==> src/rtl/wvs_ram.sv <==
// wvs_ram: generic single-clock RAM, one write port, one registered read port
// no dependencies
module wvs_ram #(
  parameter int unsigned WIDTH = 32,
  parameter int unsigned DEPTH = 64
) (
  input  logic                     clk_i,
  input  logic                     we_i,
  input  logic [$clog2(DEPTH)-1:0] waddr_i,
  input  logic [WIDTH-1:0]         wdata_i,
  input  logic                     re_i,
  input  logic [$clog2(DEPTH)-1:0] raddr_i,
  output logic [WIDTH-1:0]         rdata_o
);

  logic [WIDTH-1:0] mem_q [DEPTH];
  logic [WIDTH-1:0] rdata_q;

  always_ff @(posedge clk_i) begin
    if (we_i) begin
      mem_q[waddr_i] <= wdata_i;
    end
    if (re_i) begin
      rdata_q <= mem_q[raddr_i];
    end
  end

  assign rdata_o = rdata_q;

endmodule

==> config.mk <==
export PLATFORM = sky130hd
export DESIGN_NAME = wvs_ram
export DESIGN_NICKNAME = d
export VERILOG_FILES = /design/src/rtl/wvs_ram.sv
export SDC_FILE = /design/constraint.sdc
export NUM_CORES = 2
export LEC_CHECK = 0
export BUFFER_PORTS_ARGS = -buffer_cell sky130_fd_sc_hd__buf_4
export CORE_ASPECT_RATIO = 1.2
export CORE_UTILIZATION = 30
export DETAILED_ROUTE_END_ITERATION = 8
export SETUP_SLACK_MARGIN = 0.3
export SYNTH_ARGS = -nofsm -noshare
export SYNTH_HDL_FRONTEND = slang
export SYNTH_SLANG_ARGS = --single-unit
==> constraint.sdc <==
create_clock -name clk_i -period 11.85 [get_ports clk_i]
set_input_delay 2.37 -clock clk_i [delete_from_list [all_inputs] [get_ports clk_i]]
set_output_delay 2.37 -clock clk_i [all_outputs]
set_load 0.05 [all_outputs]
==> impl_results.md <==
* CTS root buf: clkbuf_16
* Clk sinks at 2080
* # IOs at 79
* Maximum clock path buffer count at 4
* Layout cell share with drive strength beyond 1 at 0.2898
* Post-synthesis sequential area ratio at 0.7923
* CTS tree: yes
* CP max stage cell: a21oi_1
* Die Span X at 470.0 um
* Leak pwr at between 0.02 and 0.03 uW
* Min Hold Slack at between 0.8 and 0.9 ns
* Starting Density at 0.3025
* Hold Vio Cnt, Final at 0
* DP Worst Slack at around 4.8 ns
* Initial antenna violation count at 14
* Drt wl/cell at 29.13 um
* Grt total ovfl at 0
* First-pass GRT wire length at about 290000 um
* Post-CTS resize count at 0
* FMAX at 163.7 MHz
* Crit path capture type: flop
* Startpoint Class: primary input
* DP HPWL at approximately 110000 um
* CTS Buf Count at ~190
* Final design utilization at 0.3463
* Port Buf Inserts at 78
* Die span in y at about 560 um
* Setup tns final at 0 ns
* Clock Latency Late Sink at between 0.8 and 0.9 ns
* Die Area at ~260000 um2
* # hold bufs at CTS at 0
* CORE AREA at approximately 260000 um2
* Total GRT Usage at 0.1527
* Pwr per Cell Area at 167.7 nW/um2
* Clock share of power at 0.406
* Syn Area/Cell at ~24 um2
* Crit-path max cell delay at 0.76 ns
* Top delay family on crit path: buffers and inverters
* CP Class: primary input to flop
* Period utilization at 0.5154
* Switch Pwr at about 3200 uW
* Area Growth Syn to Fin at 14.49%
* Rel. slew slack at 0.2236
* Endpoints failing setup at 0
* Status: complete, no violations
* Setup ws final at 5.742 ns
* CP max FO at around 100
* CP required at roughly 12 ns
* Pin count of the biggest net entering global routing at approximately 130
* Comb pwr share at 0.053
* #FFs+latches synth at roughly 2100
* Final slew viol count at 0
* Wirelength, routed at 205900 um
* RSZ-0062 raised after global routing: false
* Core Rows at between 200 and 250
* Via count at 36315
* Clock Skew at about 0.038 ns
* Post-CTS setup buffer count at 0
* Ordered cell list for the critical path: buf_8, buf_12, buf_12, mux4_2, o221ai_1, a21oi_1, a21oi_1, nor2_1
* RePlAce Congestion at approximately 0.75
* Initial DRC count at around 3700
* Max IR drop VDD at 0.0001054 V
* CTS H-tree lvls at 4
* Worst hold path type: flop to flop
* Crit path arrival time at around 6.6 ns
* Post-synthesis cell count at roughly 3300
* Mapped Area at ~79000 um2
* Switching Fraction at 0.2119
* Post-synth top area share at 0.7923
* Drc violations at 0
* Fin nets at around 3600
* Yosys cell types at 33
* Area leader, netlist: edfxtp_1
* Power Internal at 11930 uW
* DR vias/cell at a little over 5
* DRT Pass-1 Iters at 7
* Antenna viol nets, final at 0
* Area contributors post-synth: edfxtp_1, mux4_2, mux2i_1
* Clock slew at reported path FFs at 0.07 ns
* Tmin final at 6.108 ns
* Crit path buffers/inverters at 3
* Yosys warns at 0
* Worst Tran Pin Value at ~1.2 ns
* Vias in the first global route at 36924
* Register share of total power at 0.541
* Mapped Nets at around 3400
* R2R setup slack at 9.11 ns
* Max-cap violations at 0
[worst register-to-register path: stages, from the launching register on]
cell and delay (ns):
edfxtp_1 0.38, mux4_2 0.49, mux4_2 0.54, o22ai_1 0.83, nor2_1 0.20
[through the flow]
stage	total power, uW	cells	cell area [um2]
2_1_floorplan	8766	3324	78840
3_3_place_gp	9147	6737	84140
3_5_place_dp	9161	6737	84140
4_1_cts	15240	7062	90240
5_1_grt	15510	7062	90240
6_report	15140	7070	90260
[area by class of cell]
| class | instances | area (um2) |
|---|---|---|
| fillers | 23842 | 170300 |
| flip-flops and latches | 2080 | 62460 |
| multi-input cells | 1062 | 15970 |
| clock buffers | 214 | 4802 |
| well taps | 3415 | 4273 |
| repair buffers | 180 | 1440 |
| clock inverters | 111 | 1295 |
| diodes | 8 | 20.02 |
[power groups by stage]
stage               combinational [uW]  sequential, uW  clock [uW]
floorplan                          396            8370           0
global placement                   798            8350           0
detailed placement                 809            8350           0
CTS                                810            8190        6240
global route                       836            8190        6480
finish                             798            8190        6150
[final timing paths]
kind	start	to	cells past startpoint
setup / recovery	raddr_i[0]	rdata_o[26]$_DFFE_PP_	8
hold / removal	mem_q[12][8]$_DFFE_PP_	rdata_o[8]$_DFFE_PP_	4
setup reg to reg	mem_q[35][14]$_DFFE_PP_	rdata_o[14]$_DFFE_PP_	4
hold reg to reg	mem_q[12][8]$_DFFE_PP_	rdata_o[8]$_DFFE_PP_	4
[registers in the layout, indices dropped and copies added, names as in the netlist]
name / count
mem_q: 2048
rdata_o: 32
[synthesized netlist by cell type]
library cell and number:
or2_1 1, or3_1 3, nand2_1 26, edfxtp_1 2080, o221ai_1 27, nand2b_1 8
buf_2 57, mux2i_1 93, and2_1 2, a22oi_1 12, nor3_1 7, or3b_2 3
buf_6 5, o22ai_1 84, mux4_2 544, and3_1 4, nand3_1 5, nand4_1 2
buf_1 21, nand4b_1 1, nor2_1 137, a311oi_1 8, a21oi_1 62, nand3b_1 5
a31oi_1 1, buf_4 25, or3b_1 2, or2_2 1, o32ai_1 4, or2_0 1
a41o_1 4, clkbuf_1 74, nor2b_1 15
[per-layer routing]
layer / global-route usage / vias up / wire (um)
met5: 0 / - / 41
met4: 0.05555 / 6 / 7906
met3: 0.01966 / 255 / 12290
met2: 0.2678 / 1221 / 105700
met1: 0.1930 / 20182 / 79980
li1: - / 14651 / -
[cells in the final DEF (no fill, tap or decap), types with 5 or more instances in the layout]
cell type / synthesis / routed
mux4_2: 544 / 544
a21oi_1: 62 / 62
clkinv_1: 0 / 36
o22ai_1: 84 / 84
clkinv_2: 0 / 30
edfxtp_1: 2080 / 2080
diode_2: 0 / 8
mux2i_1: 93 / 93
nor2_1: 137 / 75
nor3_1: 7 / 5
clkbuf_1: 74 / 26
nand2b_1: 8 / 7
a22oi_1: 12 / 12
clkinvlp_4: 0 / 7
nor2b_1: 15 / 15
nand3_1: 5 / 5
buf_12: 0 / 5
nand3b_1: 5 / 5
bufinv_16: 0 / 27
o221ai_1: 27 / 27
nand2_1: 26 / 26
clkbuf_16: 0 / 188
buf_4: 25 / 171
nor2_4: 0 / 62
a311oi_1: 8 / 8
[logic make-up after synthesis]
kind of cell,synth area share
flops,0.7923
mux,0.1672
compound gates,0.01666
buf+inv,0.01124
simple gates,0.01260
Power figures use the tool's default switching activity.
